===== config.mk =====
export PLATFORM = sky130hd
export DESIGN_NAME = qalu_div_cell
export DESIGN_NICKNAME = d
export VERILOG_FILES = /design/src/sv/qalu_div_cell.sv
export SDC_FILE = /design/constraint.sdc
export NUM_CORES = 1
export LEC_CHECK = 0
export ABC_AREA = 1
export BUFFER_PORTS_ARGS = -buffer_cell sky130_fd_sc_hd__buf_2
export CAP_MARGIN = 20
export CORE_AREA = 2 2 316 318
export CTS_CLUSTER_DIAMETER = 150
export DETAILED_ROUTE_END_ITERATION = 8
export DIE_AREA = 0 0 318 320
export HOLD_SLACK_MARGIN = 0.1
export MAX_ROUTING_LAYER = met4
export PLACE_DENSITY = 0.5
export SLEW_MARGIN = 20
export SYNTH_ARGS = -nofsm -noshare
export SYNTH_HDL_FRONTEND = slang
export SYNTH_SLANG_ARGS = --single-unit
export TNS_END_PERCENT = 5

===== constraint.sdc =====
create_clock -name clk -period 3.45 [get_ports clk]
set_input_delay 0.345 -clock clk [delete_from_list [all_inputs] [get_ports clk]]
set_output_delay 0.345 -clock clk [all_outputs]
set_load 0.005 [all_outputs]

===== src/sv/qalu_div_cell.sv =====
// One restoring divider cell for four lanes sharing a divisor.
// Settles quotient bit BITPOS per clock; chained in the top level.
`default_nettype none

module qalu_div_cell #(
    parameter int QB     = 29,
    parameter int BITPOS = 0
) (
    input  logic                  clk,
    input  logic [32:0]           den_in,
    input  logic [3:0][63:0]      rem_in,
    input  logic [3:0][QB-1:0]    quo_in,
    output logic [32:0]           den_out,
    output logic [3:0][63:0]      rem_out,
    output logic [3:0][QB-1:0]    quo_out
);
    logic [63:0]          dsh;
    logic [3:0][63:0]     rem_next;
    logic [3:0][QB-1:0]   quo_next;
    logic [32:0]          den_reg;
    logic [3:0][63:0]     rem_reg;
    logic [3:0][QB-1:0]   quo_reg;

    // Subtract the shifted divisor where it fits
    always_comb
    begin
        dsh = 64'(den_in) << BITPOS;
        for (int i = 0; i < 4; i++)
        begin
            quo_next[i] = quo_in[i];
            if (rem_in[i] >= dsh)
            begin
                rem_next[i]         = rem_in[i] - dsh;
                quo_next[i][BITPOS] = 1'b1;
            end
            else
            begin
                rem_next[i]         = rem_in[i];
                quo_next[i][BITPOS] = 1'b0;
            end
        end
    end

    // Advance to the neighbor
    always_ff @(posedge clk)
    begin
        den_reg <= den_in;
        rem_reg <= rem_next;
        quo_reg <= quo_next;
    end

    assign den_out = den_reg;
    assign rem_out = rem_reg;
    assign quo_out = quo_reg;

endmodule

`default_nettype wire


==> results.cfg <==
[cts]
htreeDepth = 2
cts_setup_buffers = 0
cts_tree = built
clock_sinks = 405
cts_root_buffer = clkbuf_16
post_cts_resized = 0
clk_pin_slew_ns = 0.06
numCtsBuffers = 54
clock_path_buffers = 3

[power_and_ir_drop]
seq_power_share = 0.351
intPower_mw = 10.3
switching_share = 0.342
peakVddDrop_mv = 0.307
p_per_area_mw_per_mm2 = 407
p_switching_mw = 5.34
pwr-share-comb = 0.273
power.leakage_nw = 20.8
pwr-share-clk = 0.376

[min_path]
hold_class = in2reg

[critical_path]
cp_slowest_cell = dlygate4sd3_1
crit_type = in2reg
cpMostUsedCell = nand2_1
end_kind = register
arrival_ns = 3.68
worstPathCellList = dlygate4sd3_1 -> buf_2 -> inv_1 -> ha_1 -> a21oi_1 -> o21ai_0 -> inv_1 -> nand2_1 -> nor2_1 -> nand2_2 -> nand2_4 -> nand2_4 -> inv_2 -> buf_4 -> nand2_1 -> nand2_1
path_buf_inv = 6
crit_fanout = 21
critical_path_required_ns = 4.04
worstSetupStartpointType = input port
slowest_delay_ns = 0.53
cp_top_family = buffers and inverters

[routing]
ant_nets = 0
dr_total_vias = 31900
dr.pass1.iters = 6
routed_wl_um = 140000
drc = 0
wire_per_inst_um = 19.6
drt_iter0_markers = 2026
vias_per_cell = 4.48

[synth]
syn_area_per_cell_um2 = 5.95
ys_seq_area_frac = 0.301
syn_nets = 5073
synth_ff_type = dfxtp_1
synthCells = 4531
async_reset_ff_frac = 0
ys_ff_latch = 405
synth_warnings = 0
synth_area_mm2 = 0.0270
synth_cell_types = 39
synth-edff-count = 0

[die]
die_x_um = 318
die_h_um = 320
initial_core_util = 0.275
rows = 115
die_area_mm2 = 0.102
core-area_mm2 = 0.0980
design.portCount = 811

[place]
dp_hpwl_um = 114000
placed_cells = 6621
dp_slack_ns = 0.288
gp_congestion = 0.969
place.port_buffers = 806

[timing]
min_period_ns = 3.10
finalWorstSetupSlack_ns = 0.355
relSlewSlack = 0.535
slew_viol_final = 0
timing.setup.tns_ns = 0
worstMarginPinSlew_ns = 0.697
fin_crit_sh = 0.897
max_clock_freq_mhz = 323
setup_viol = 0
rsz0062_at_grt = false
hold_viol_final = 0

[finish]
multi_input_area_mm2 = 0.0154
areaGrowthSynthToFinish_pct = 42.4
final_common_cell = nand2_1
utilization = 0.392
seq_area_mm2 = 0.00811
final_cells = 7127
drive_above_1_share = 0.187
fillers = 10600
fin_nets = 6332
layout_common_cells = 1863 x nand2_1, 806 x buf_2, 779 x inv_1

[grt]
grt_pass1_wl_um = 200000
grt_pass1_vias = 31300
antenna_found_initial = 15
grt_usage = 0.274
grt_overflow = 0
grt_max_degree = 40

[outcome]
status = finished clean

[run]
max-cap-violations = 0
-- final timing paths --
path	start	slack (ns)	depth (start not counted)	to
max	den_in[29]	0.35	16	rem_out[210]$_DFF_P_
min	rem_in[48]	0.13	4	rem_out[48]$_DFF_P_
-- worst min-delay path, delay by kind of cell --
kind	cells	cell delay (ns)
buf+inv	2	0.23
simple gates	2	0.20
-- sequential cells by signal (all words and copies together) (netlist names) --
register	flops
den_out	33
quo_out	116
rem_out	256
-- area by class of cell --
type / count / area share
Timing Repair Buffer: 1251 / 0.220
Clock buffer: 68 / 0.0376
Multi-Input combinational cell: 3281 / 0.402
Clock inverter: 30 / 0.00919
Antenna cell: 8 / 0.000521
Inverter: 797 / 0.0780
Tap cell: 1287 / 0.0419
Sequential cell: 405 / 0.211
-- routing by layer --
layer / wire length, µm / global-route usage / vias to the layer above
met4: 7670 / 0.132 / 0
li1: - / - / 16200
met2: 65500 / 0.461 / 1086
met1: 58600 / 0.320 / 14300
met3: 7790 / 0.0422 / 260
met5: 0 / - / -
-- cell usage after synthesis, drive strengths merged (10+ instances only) --
cell,instances,area share
nand2,1931,0.28
inv,793,0.11
nor2,484,0.071
dfxtp,405,0.30
a21oi,233,0.044
nand3,211,0.041
ha,132,0.061
xor2,101,0.033
nor3,76,0.016
buf,48,0.016
nand4,30,0.0070
o21ai,22,0.0041
nand3b,19,0.0053
or2,12,0.0028
o21bai,10,0.0028
-- kinds of logic after synthesis --
group / share of synthesized area
compound gates: 0.0521
xor+xnor: 0.0341
fa+ha+maj: 0.0642
buf+inv: 0.127
flops: 0.301
simple gates: 0.422
-- power groups by stage --
stage               registers, mW  clock network (mW)  logic [mW]
global placement             5.58                   0        3.89
finish                       5.48                5.87        4.27
global route                 5.50                6.23        4.69
floorplan                    5.51                   0        1.93
detailed placement           5.58                   0        3.88
CTS                          5.49                6.04        4.26
-- what timing repair did --
item / CTS / global route
hold buffers: 400 / 0
endpoints found under the hold margin: 400 / 0
setup endpoints to repair: 0 / 0
-- metrics by stage --
| step | hold slack, ns | total power, mW | instance area [µm²] |
|---|---|---|---|
| finish | 0.130 | 15.6 | 38400 |
| global route | 0.146 | 16.4 | 38400 |
| CTS | 0.105 | 15.8 | 38400 |
| detailed placement | 0.449 | 9.46 | 32600 |
| global placement | 0.447 | 9.47 | 32600 |
| floorplan | 0.373 | 7.44 | 27000 |
(Power assumes the default switching activity.)
