<file path="src/sv/qalu_sqrt_cell.sv">
// One restoring square-root cell: settles one root bit per clock.
// Depends on nothing but the clock; chained 32 deep in the top level.
`default_nettype none

module qalu_sqrt_cell #(
    parameter int STEP = 0
) (
    input  logic        clk,
    input  logic [63:0] rem_in,
    input  logic [63:0] root_in,
    output logic [63:0] rem_out,
    output logic [63:0] root_out
);
    localparam logic [63:0] SQ_BIT = 64'd1 << (62 - 2 * STEP);

    logic [63:0] trial;
    logic        fits;
    logic [63:0] rem_next;
    logic [63:0] root_next;
    logic [63:0] rem_reg;
    logic [63:0] root_reg;

    // Try the next root bit against the remainder
    always_comb
    begin
        trial = root_in + SQ_BIT;
        fits  = (rem_in >= trial);
        if (fits)
        begin
            rem_next  = rem_in - trial;
            root_next = (root_in >> 1) + SQ_BIT;
        end
        else
        begin
            rem_next  = rem_in;
            root_next = root_in >> 1;
        end
    end

    // Advance to the neighbor
    always_ff @(posedge clk)
    begin
        rem_reg  <= rem_next;
        root_reg <= root_next;
    end

    assign rem_out  = rem_reg;
    assign root_out = root_reg;

endmodule

`default_nettype wire

</file>
<file path="config.mk">
export PLATFORM = sky130hd
export DESIGN_NAME = qalu_sqrt_cell
export DESIGN_NICKNAME = d
export VERILOG_FILES = /design/src/sv/qalu_sqrt_cell.sv
export SDC_FILE = /design/constraint.sdc
export NUM_CORES = 1
export LEC_CHECK = 0
export BUFFER_PORTS_ARGS = -buffer_cell sky130_fd_sc_hd__buf_2
export CORE_AREA = 2 2 137 139
export DETAILED_ROUTE_END_ITERATION = 8
export DIE_AREA = 0 0 139 141
export GPL_TIMING_DRIVEN = 0
export PLACE_DENSITY = 0.67
export SYNTH_ARGS = -nofsm -noshare
export SYNTH_HDL_FRONTEND = slang
export SYNTH_SLANG_ARGS = --single-unit
</file>
<file path="constraint.sdc">
create_clock -name clk -period 4.2 [get_ports clk]
set_clock_uncertainty 0.05 [all_clocks]
set_input_delay 0.42 -clock clk [delete_from_list [all_inputs] [get_ports clk]]
set_output_delay 0.42 -clock clk [all_outputs]
set_load 0.01 [all_outputs]
</file>
==> flow_metrics.env <==
export IMPL_criticalPathCategory="in -> reg"
export IMPL_cp_slowest_cell="o41ai_1"
export IMPL_rows=50
export IMPL_die_width_um=139
export IMPL_arrival_ns=4.34
export IMPL_layout_cells_non_filler=1405
export IMPL_max_slew_worst_pin_slew_ns=0.8822
export IMPL_grt_usage_pct=21.12
export IMPL_tns_ns=0
export IMPL_ant_nets=0
export IMPL_synth_commonest_cells="dfxtp_1, a21oi_1, nor2_1"
export IMPL_maxCapViolCount=0
export IMPL_core_sq_mm=0.01827
export IMPL_status="completed"
export IMPL_slowest_delay_ns=0.79
export IMPL_firstDrtPassIters=5
export IMPL_peakVddDrop_mv=0.2745
export IMPL_post_route_min_period_ns=4.061
export IMPL_fin_util_pct=51.69
export IMPL_drc_errors=0
export IMPL_hp_class="in -> reg"
export IMPL_drv_slew=0
export IMPL_cts_max_path_buffers=2
export IMPL_htreeDepth=4
export IMPL_numPortBuffers=256
export IMPL_crit_chain="buf_2 > inv_1 > ha_1 > fa_1 > nand2b_1 > a21oi_1 > o41ai_1 > nand4bb_1 > a31oi_1 > o21ai_1 > a21oi_1 > o21ai_0 > and4_1 > nor3_1"
export IMPL_postSynthAreaPerCell_sq_um=8.281
export IMPL_crit_buf_inv=2
export IMPL_holdBufCountCts=0
export IMPL_cts_tree="built"
export IMPL_p_per_area_mw_per_mm2=419.2
export IMPL_area_delta_synth_final_pct=28.85
export IMPL_crit_fanout=5
export IMPL_power_leakage_nw=4.787
export IMPL_cts_sinks=128
export IMPL_hold_viol=0
export IMPL_yosys_warnings=0
export IMPL_ys_seq_area_share_pct=34.97
export IMPL_yosysMostFrequentCell="dfxtp_1"
export IMPL_yosys_area_top_type_share_pct=34.97
export IMPL_via_per_inst=5.105
export IMPL_synth_top_cells_by_area="dfxtp_1, ha_1, a21oi_1"
export IMPL_grt_pass1_vias=6649
export IMPL_fillers=1773
export IMPL_yosysTopAreaCell="dfxtp_1"
export IMPL_grt_overflow_total=0
export IMPL_drt_iter0_drc=505
export IMPL_setup_viol=0
export IMPL_post_drt_wl_per_cell_um=15.11
export IMPL_rsz0062_at_grt="no"
export IMPL_routed_wl_um=21230
export IMPL_cts_resized=0
export IMPL_grt_pass1_wl_um=33400
export IMPL_synth_flop_cell="dfxtp_1"
export IMPL_crit_top_cell="a21oi_1"
export IMPL_cts_root_buf="clkbuf_16"
export IMPL_antenna_found_initial=1
export IMPL_multi_input_area_sq_mm=0.004319
export IMPL_ys_async_sr_fraction_pct=0
export IMPL_start_util_pct=40.12
export IMPL_synth_fp_nets=1079
export IMPL_cts_buffers=17
export IMPL_cts_clk_slew_worst_paths_ns=0.06
export IMPL_routabilityCongestion=0.8949
export IMPL_worstPathRequired_ns=4.48
export IMPL_design_die_area_sq_mm=0.01960
export IMPL_design_power_total_w=0.003958
export IMPL_relSlewSlack_pct=40.42
export IMPL_ys_seq_elements=128
export IMPL_cts_setup_buffers=0
export IMPL_synthesis_area_sq_mm=0.007328
export IMPL_fmax_mhz=246.3
export IMPL_die_height_um=141
export IMPL_placed_cells=1375
export IMPL_grt_max_degree=17
export IMPL_dr_total_vias=7173
export IMPL_period_share_pct=96.69
export IMPL_cp_start_kind="input pin"
export IMPL_drive_gt1_share_pct=26.75
export IMPL_endpoint_kind="register"
export IMPL_cp_top_family="compound AO/OA/AOI/OAI gates"
export IMPL_dp_hpwl_um=16830
export IMPL_seq_area_sq_mm=0.002562
export IMPL_syn_inst=885
export IMPL_io_pins=257
export IMPL_synth_edff_count=0
export IMPL_yosys_cell_types_count=58
export IMPL_fin_nets=1354
## cell usage in the layout, fill, tap and decap left out, drive strengths merged, types with 7 or more instances in the layout
cell / n
nor3: 12
o21bai: 11
nand3: 14
xnor2: 36
clkbuf: 49
a21oi: 111
a31oi: 7
ha: 64
a21o: 49
nor2: 82
dfxtp: 128
nand2: 52
nand4: 18
inv: 78
and3: 13
mux2: 14
and2: 10
o21ai: 43
o211ai: 7
xor2: 20
o21a: 7
buf: 267
nor2b: 10
## logic make-up after synthesis
kind of cell	share of synthesized area [%]
flops	34.97
simple gates	15.49
mux	2.288
buf+inv	6.095
compound gates	23.27
fa+ha+maj	11.20
xor+xnor	6.693
## state kept, by name (all words and copies together), names as in the netlist
signal    flops
rem_out      64
root_out     64
## per-stage QoR
step	area (sq um)	setup WS [ns]	hold slack, ns
6_report	9443	0.1392	0.06116
5_1_grt	9440	0.04824	0.04859
4_1_cts	9440	0.2442	0.05148
3_5_place_dp	8902	-0.1569	0.4869
3_3_place_gp	8902	-0.1675	0.4867
2_1_floorplan	7328	1.010	0.3977
## routing by layer
metal	part of all wire [%]	track usage, %	vias to the layer above	wire [um]
li1	-	-	3659	-
met1	46	28.13	3240	9744
met2	47	34.82	251	9891
met3	6.3	5.095	23	1344
met4	1.2	4.838	0	247
met5	0	0	-	0
## area by class of cell
type                       count  area share [%]
timing repair buffer         256           13.57
clock inverter                 6          0.6360
buffer                        37           1.630
inverter                      78           3.101
antenna                        1         0.02650
sequential                   128           27.14
clock buffer                  23           5.062
multi-input combinational    642           45.74
tap                          234           3.101
## path summary, 6_finish.rpt
kind,from,to,slack [ns],depth (start not counted)
max,rem_in[0],rem_out[60]$_DFF_P_,0.14,14
min,root_in[6],root_out[5]$_DFF_P_,0.06,1
## power breakdown
part | switching [W] | internal [W] | total [W]
Clock | 0.000536 | 0.000847 | 0.00138
Sequential | 0.0000353 | 0.00137 | 0.00141
Combinational | 0.000679 | 0.000486 | 0.00116
(Power assumes the default switching activity.)
