<file path="src/sv/qalu_pkg.sv">
// Shared types, codes, constants and helpers for the quaternion ALU.
// No dependencies; the top level, the CORDIC cell and the checker import this package.
`default_nettype none

package qalu_pkg;

    // Default widths and depths
    localparam int FRAC_BITS_DEF   = 28;
    localparam int ITER_STAGES_DEF = 24;

    // Operation codes
    localparam logic [1:0] ACT_MUL  = 2'd0;
    localparam logic [1:0] ACT_CONJ = 2'd1;
    localparam logic [1:0] ACT_NORM = 2'd2;
    localparam logic [1:0] ACT_ROT  = 2'd3;

    // Fault codes
    localparam logic [1:0] FLT_OK   = 2'd0;
    localparam logic [1:0] FLT_ZERO = 2'd1;
    localparam logic [1:0] FLT_SAT  = 2'd2;

    // CORDIC datapath width (Q30 values with headroom)
    localparam int CW = 34;
    localparam logic signed [CW-1:0] CORDIC_GAIN = 34'sh026DD3B6A;

    // Angle constants in Q31
    localparam logic signed [35:0] PI_Q31      = 36'sd6746518852;
    localparam logic signed [35:0] TWO_PI_Q31  = 36'sd13493037705;
    localparam logic signed [35:0] HALF_PI_Q31 = 36'sd3373259426;

    // Reciprocal of TWO_PI_Q31, scaled by 2^RECIP_SH, for the range reduction
    localparam int RECIP_SH = 48;
    localparam logic [15:0] RECIP = 16'((64'd1 << RECIP_SH) / 64'd13493037705);

    // Arctangent table in Q30
    localparam logic [31:0] ATAN_Q30 [30] = '{
        32'h3243F6A8, 32'h1DAC6705, 32'h0FADBAFC, 32'h07F56EA6, 32'h03FEAB76,
        32'h01FFD55B, 32'h00FFFAAA, 32'h007FFF55, 32'h003FFFEA, 32'h001FFFFD,
        32'h000FFFFF, 32'h0007FFFF, 32'h0003FFFF, 32'h0001FFFF, 32'h0000FFFF,
        32'h00007FFF, 32'h00003FFF, 32'h00001FFF, 32'h00000FFF, 32'h000007FF,
        32'h000003FF, 32'h000001FF, 32'h000000FF, 32'h0000007F, 32'h0000003F,
        32'h0000001F, 32'h0000000F, 32'h00000007, 32'h00000003, 32'h00000001
    };

    typedef struct packed {
        logic        [1:0]  action;
        logic signed [31:0] a_w;
        logic signed [31:0] a_x;
        logic signed [31:0] a_y;
        logic signed [31:0] a_z;
        logic signed [31:0] b_w;
        logic signed [31:0] b_x;
        logic signed [31:0] b_y;
        logic signed [31:0] b_z;
        logic signed [31:0] angle;
    } qalu_cmd_t;

    typedef struct packed {
        logic signed [31:0] r_w;
        logic signed [31:0] r_x;
        logic signed [31:0] r_y;
        logic signed [31:0] r_z;
        logic        [1:0]  fault;
    } qalu_res_t;

    // Per-item data that travels alongside the cell chains
    typedef struct packed {
        logic [1:0]       action;
        logic [3:0][31:0] a;
        logic [3:0][31:0] res;
        logic             sat;
        logic             zero;
        logic             big;
    } qalu_side_t;

    // Clamp to 32 bits; bit 32 flags a clamp
    function automatic logic [32:0] sat32(input logic signed [69:0] v);
        logic [32:0] r;
        if (v > 70'sd2147483647)
        begin
            r = {1'b1, 32'h7FFFFFFF};
        end
        else if (v < -70'sd2147483648)
        begin
            r = {1'b1, 32'h80000000};
        end
        else
        begin
            r = {1'b0, v[31:0]};
        end
        return r;
    endfunction

endpackage

`default_nettype wire

</file>
<file path="src/sv/qalu_cordic_cell.sv">
// One rotation-mode CORDIC cell: one micro-rotation per clock.
// Depends on qalu_pkg for the datapath width and arctangent table.
`default_nettype none

module qalu_cordic_cell #(
    parameter int STEP = 0
) (
    input  logic                              clk,
    input  logic signed [qalu_pkg::CW-1:0]    x_in,
    input  logic signed [qalu_pkg::CW-1:0]    y_in,
    input  logic signed [qalu_pkg::CW-1:0]    z_in,
    input  logic                              neg_in,
    output logic signed [qalu_pkg::CW-1:0]    x_out,
    output logic signed [qalu_pkg::CW-1:0]    y_out,
    output logic signed [qalu_pkg::CW-1:0]    z_out,
    output logic                              neg_out
);
    import qalu_pkg::*;

    localparam logic signed [CW-1:0] ATAN = CW'(ATAN_Q30[STEP]);

    logic signed [CW-1:0] dx;
    logic signed [CW-1:0] dy;
    logic signed [CW-1:0] x_next;
    logic signed [CW-1:0] y_next;
    logic signed [CW-1:0] z_next;
    logic signed [CW-1:0] x_reg;
    logic signed [CW-1:0] y_reg;
    logic signed [CW-1:0] z_reg;
    logic                 neg_reg;

    // Rotate toward zero residual angle
    always_comb
    begin
        dx = y_in >>> STEP;
        dy = x_in >>> STEP;
        if (z_in >= 0)
        begin
            x_next = x_in - dx;
            y_next = y_in + dy;
            z_next = z_in - ATAN;
        end
        else
        begin
            x_next = x_in + dx;
            y_next = y_in - dy;
            z_next = z_in + ATAN;
        end
    end

    // Advance to the neighbor
    always_ff @(posedge clk)
    begin
        x_reg   <= x_next;
        y_reg   <= y_next;
        z_reg   <= z_next;
        neg_reg <= neg_in;
    end

    assign x_out   = x_reg;
    assign y_out   = y_reg;
    assign z_out   = z_reg;
    assign neg_out = neg_reg;

endmodule

`default_nettype wire

</file>
<file path="config.mk">
export PLATFORM = sky130hd
export DESIGN_NAME = qalu_cordic_cell
export DESIGN_NICKNAME = d
export VERILOG_FILES = /design/src/sv/qalu_pkg.sv /design/src/sv/qalu_cordic_cell.sv
export SDC_FILE = /design/constraint.sdc
export NUM_CORES = 1
export LEC_CHECK = 0
export BUFFER_PORTS_ARGS = -buffer_cell sky130_fd_sc_hd__buf_2
export CORE_ASPECT_RATIO = 1.1
export CORE_MARGIN = 1.5
export CORE_UTILIZATION = 51
export CTS_BUF_LIST = sky130_fd_sc_hd__clkbuf_4 sky130_fd_sc_hd__clkbuf_8 sky130_fd_sc_hd__clkbuf_16
export DETAILED_ROUTE_END_ITERATION = 16
export PLACE_DENSITY = 0.89
export SKIP_LAST_GASP = 1
export SYNTH_ARGS = -nofsm -noshare
export SYNTH_HDL_FRONTEND = slang
export SYNTH_SLANG_ARGS = --single-unit
</file>
<file path="constraint.sdc">
create_clock -name clk -period 4.9 [get_ports clk]
set_clock_uncertainty 0.2 [all_clocks]
set_input_delay 0.735 -clock clk [delete_from_list [all_inputs] [get_ports clk]]
set_output_delay 0.735 -clock clk [all_outputs]
set_load 0.02 [all_outputs]
</file>
==> results.txt <==
Post-CTS repair changed the size of 0 cells. The routed length per instance came out at 17.3 um. The number of stages on the worst hold path is 1. The met1 routed wirelength after detailed routing is 11.8 mm. The net count of the mapped netlist came out at 1,436. The initial antenna violation count came to 1.

The final-stage net count is 1,620. The number of port buffers came out at 206. The critical path data arrival time is 4.53 ns. The final cell area excluding filler cells is 10,900 um^2. The effective utilization at floorplan is 0.524. The timing startpoint of the critical path is z_in[33]. The number of buffers created by CTS came out at 9. After routing, the total negative slack on setup checks comes to 0 ns.

The routed via count came out at 9,547. The highest layer touched by signal routing is met4. Traced cell by cell, the critical path runs through buf_2 -> inv_1 -> ha_1 -> nor4b_1 -> nand4_1 -> nor3_1 -> nand2b_2 -> inv_2 -> buf_4 -> ha_1 -> o21ai_0 -> nor2_1 -> o41a_1 -> o21ai_0 -> a21oi_1 -> a2111o_1 -> a21oi_1 -> o21bai_1 -> xor2_1. The count of final max-slew check failures is 0.

Setup repair after global routing left no endpoint under its margin. The transition time at the pin with the least slew margin is 0.886 ns. Entering global routing, the biggest net connects 49 pins. sky130_fd_sc_hd__a21oi_1 is the most common cell in the netlist.

The floorplan has 51 rows. The critical path launch point type is an input pin. The cell area reported after detailed placement is 10,600 um^2. The final critical-path share of the clock period is 0.915. Yosys attributes the largest share of cell area to sky130_fd_sc_hd__dfxtp_1 22%, sky130_fd_sc_hd__ha_1 17%, sky130_fd_sc_hd__a21oi_1 7.4%. The peak supply drop came out at 0.178 mV. The initial DRC count came out at 732. Summed over all cells, the static leakage comes to 0.00524 uW. The post-cts hold buffer count came out at 0. The worst max-slew margin expressed relative to the limit is 0.402. The congestion estimate from routability-driven global placement came to 0.963. The primary flip-flop cell chosen by synthesis mapping is sky130_fd_sc_hd__dfxtp_1.

The die area is 19,200 um^2. The number of synthesis warnings is 0. The path class of the tightest hold or removal check is in -> reg.

The overall fraction of global-route tracks in use is 0.286. The final design utilization came out at 0.610. The number of global-route vias before repair is 9,208. The width of the die came out at 132 um. The detailed route wirelength on metal3 came out at 1.90 mm. The required arrival time at the worst endpoint is 4.95 ns. A synthesized cell averages 7.81 um^2.

The upper clock frequency limit came out at 0.223 GHz. The number of gates on the worst path with buffers counted is 19. For this run, design rule violations remaining after detail routing come to 0. The final worst hold slack is 0.282 ns. Setup violations remaining at the end of the flow were counted as 0. The final layout contains routed wiring with a total length of 28.2 mm. The fraction of registers with async set or reset after synthesis came out at 0. After synthesis, the most frequently instantiated cells are 138 x sky130_fd_sc_hd__a21oi_1, 129 x sky130_fd_sc_hd__ha_1, 106 x sky130_fd_sc_hd__inv_1. The share of the synthesized area in the top cell type is 0.218. After floorplanning, the core was sized to cover 17,900 um^2. The portion of the post-synthesis area used by sequential elements came out at 0.218.

The highest cell delay on the worst timing path is 0.45 ns. The number of antenna diodes is 0. Max-cap violations in this run came to 0. The clock drives 102 sinks. For this run, the detailed router's first-pass iteration total came to 6. Counting tap cells, the placed design contains a total of 1,610 instances.

The slowest cell on the critical path is sky130_fd_sc_hd__a2111o_1. Among cell families on the critical path, the largest total delay comes from compound AO/OA/AOI/OAI gates. CTS built an H-tree with a depth of 3. The number of buffers on the longest clock path came out at 2.

The clock input transition at the sequential cells of the worst setup and hold paths is 0.07 ns. The number of antenna-violating nets in the routed design came out at 0. The worst setup path is captured at a flop. The run finished with clean final reports.

The placed wire-length estimate after detailed placement is 22.7 mm. The layout overhead on the synthesized area came out at 16.3%. The time the worst path needs with I/O delays and setup is 4.48 ns.

After global routing the overflow that remains totals 0. The clock root buffer is sky130_fd_sc_hd__clkbuf_16. For this design the ratio of total power to cell area is 302 nW/um^2. The total setup buffers inserted after CTS is 0. Counting flops and latches in the post-synthesis netlist gives 102.

The buffers plus inverters on the worst setup path is 4. The global-route wire length before repair is 45.2 mm. TritonCTS built the clock tree. Dividing the detail-routed via count by the number of cells gives 5.87.

In this run the worst path has a maximum fanout of 21. The unique cell type count in the Yosys netlist is 78. The number of flops mapped to enable cells by yosys is 0. The non-filler instance count after layout came out at 1,626.

The type of the setup path with the least slack is in -> reg. The final hold violation count came out at 0. The chip height is 145 um. The most critical setup path has its endpoint at z_out[33]. The synthesized netlist cell count came out at 1,199. The detailed route wirelength on metal2 came out at 13.6 mm. Summed over all instances, the cell type with the most area after synthesis is sky130_fd_sc_hd__dfxtp_1. 207 I/O pins were placed. Of the cells placed in the final design, the portion with a size suffix greater than 1 is 0.191.

The synthesized cell area came out at 9370 um^2.
==> layer usage <==
metal,vias to the layer above,global-route usage
li1,4608,-
met4,0,0.120
met5,-,0
met1,4416,0.354
met3,75,0.0381
met2,448,0.498
==> power breakdown <==
| part | internal (uW) | switching [uW] | total (uW) |
|---|---|---|---|
| registers | 1020 | 47.3 | 1070 |
| logic | 546 | 955 | 1500 |
| clock network | 381 | 341 | 722 |
| total | 1950 | 1340 | 3290 |
==> cell usage in the layout, fill, tap and decap left out, drive strengths merged, types with 12 or more instances in the layout <==
master,count
nor3,22
nand2b,20
ha,129
clkbuf,12
o21a,15
nand3,22
xor2,17
o21bai,28
nand2,71
o21ai,82
inv,109
o31ai,12
a21oi,138
xnor2,73
a21o,35
a211oi,18
buf,218
nor2,87
dfxtp,102
==> flip-flops by register name (all words and copies together) (netlist names) <==
signal / cells
x_out: 34
z_out: 34
y_out: 33
neg_out: 1
==> kinds of logic after synthesis <==
| kind of cell | after synthesis | share of synthesized area |
|---|---|---|
| AO/OA/AOI/OAI | 411 | 0.286 |
| buffers and inverters | 156 | 0.0655 |
| flip-flops | 102 | 0.218 |
| multiplexers | 10 | 0.0107 |
| adder cells (fa/ha/maj) | 133 | 0.181 |
| AND/OR/NAND/NOR | 297 | 0.155 |
| XOR/XNOR | 90 | 0.0842 |
==> area by class of cell <==
cell class                      instances  area [um^2]
Sequential cell                       102         2040
Inverter                              111          417
Timing Repair Buffer                  218         1130
Fill cell                            1669         6970
Clock buffer                           12          260
Clock inverter                          4         30.0
Tap cell                              238          298
Multi-Input combinational cell        941         6710
==> worst min-delay path by stage <==
stage,from,endpoint,slack [ns]
CTS,neg_in,neg_out,0.28
detailed placement,neg_in,neg_out,0.65
global route,neg_in,neg_out,0.28
global placement,neg_in,neg_out,0.64
floorplan,neg_in,neg_out,0.56
finish,neg_in,neg_out,0.28
==> through the flow <==
stage / worst slack, ns / total power [uW]
after floorplan: 0.00954 / 2090
after global placement: 0.171 / 2540
after detailed placement: 0.102 / 2560
after CTS: 0.467 / 3280
after global routing: 0.106 / 3460
final: 0.419 / 3290
Power figures use the tool's default switching activity.
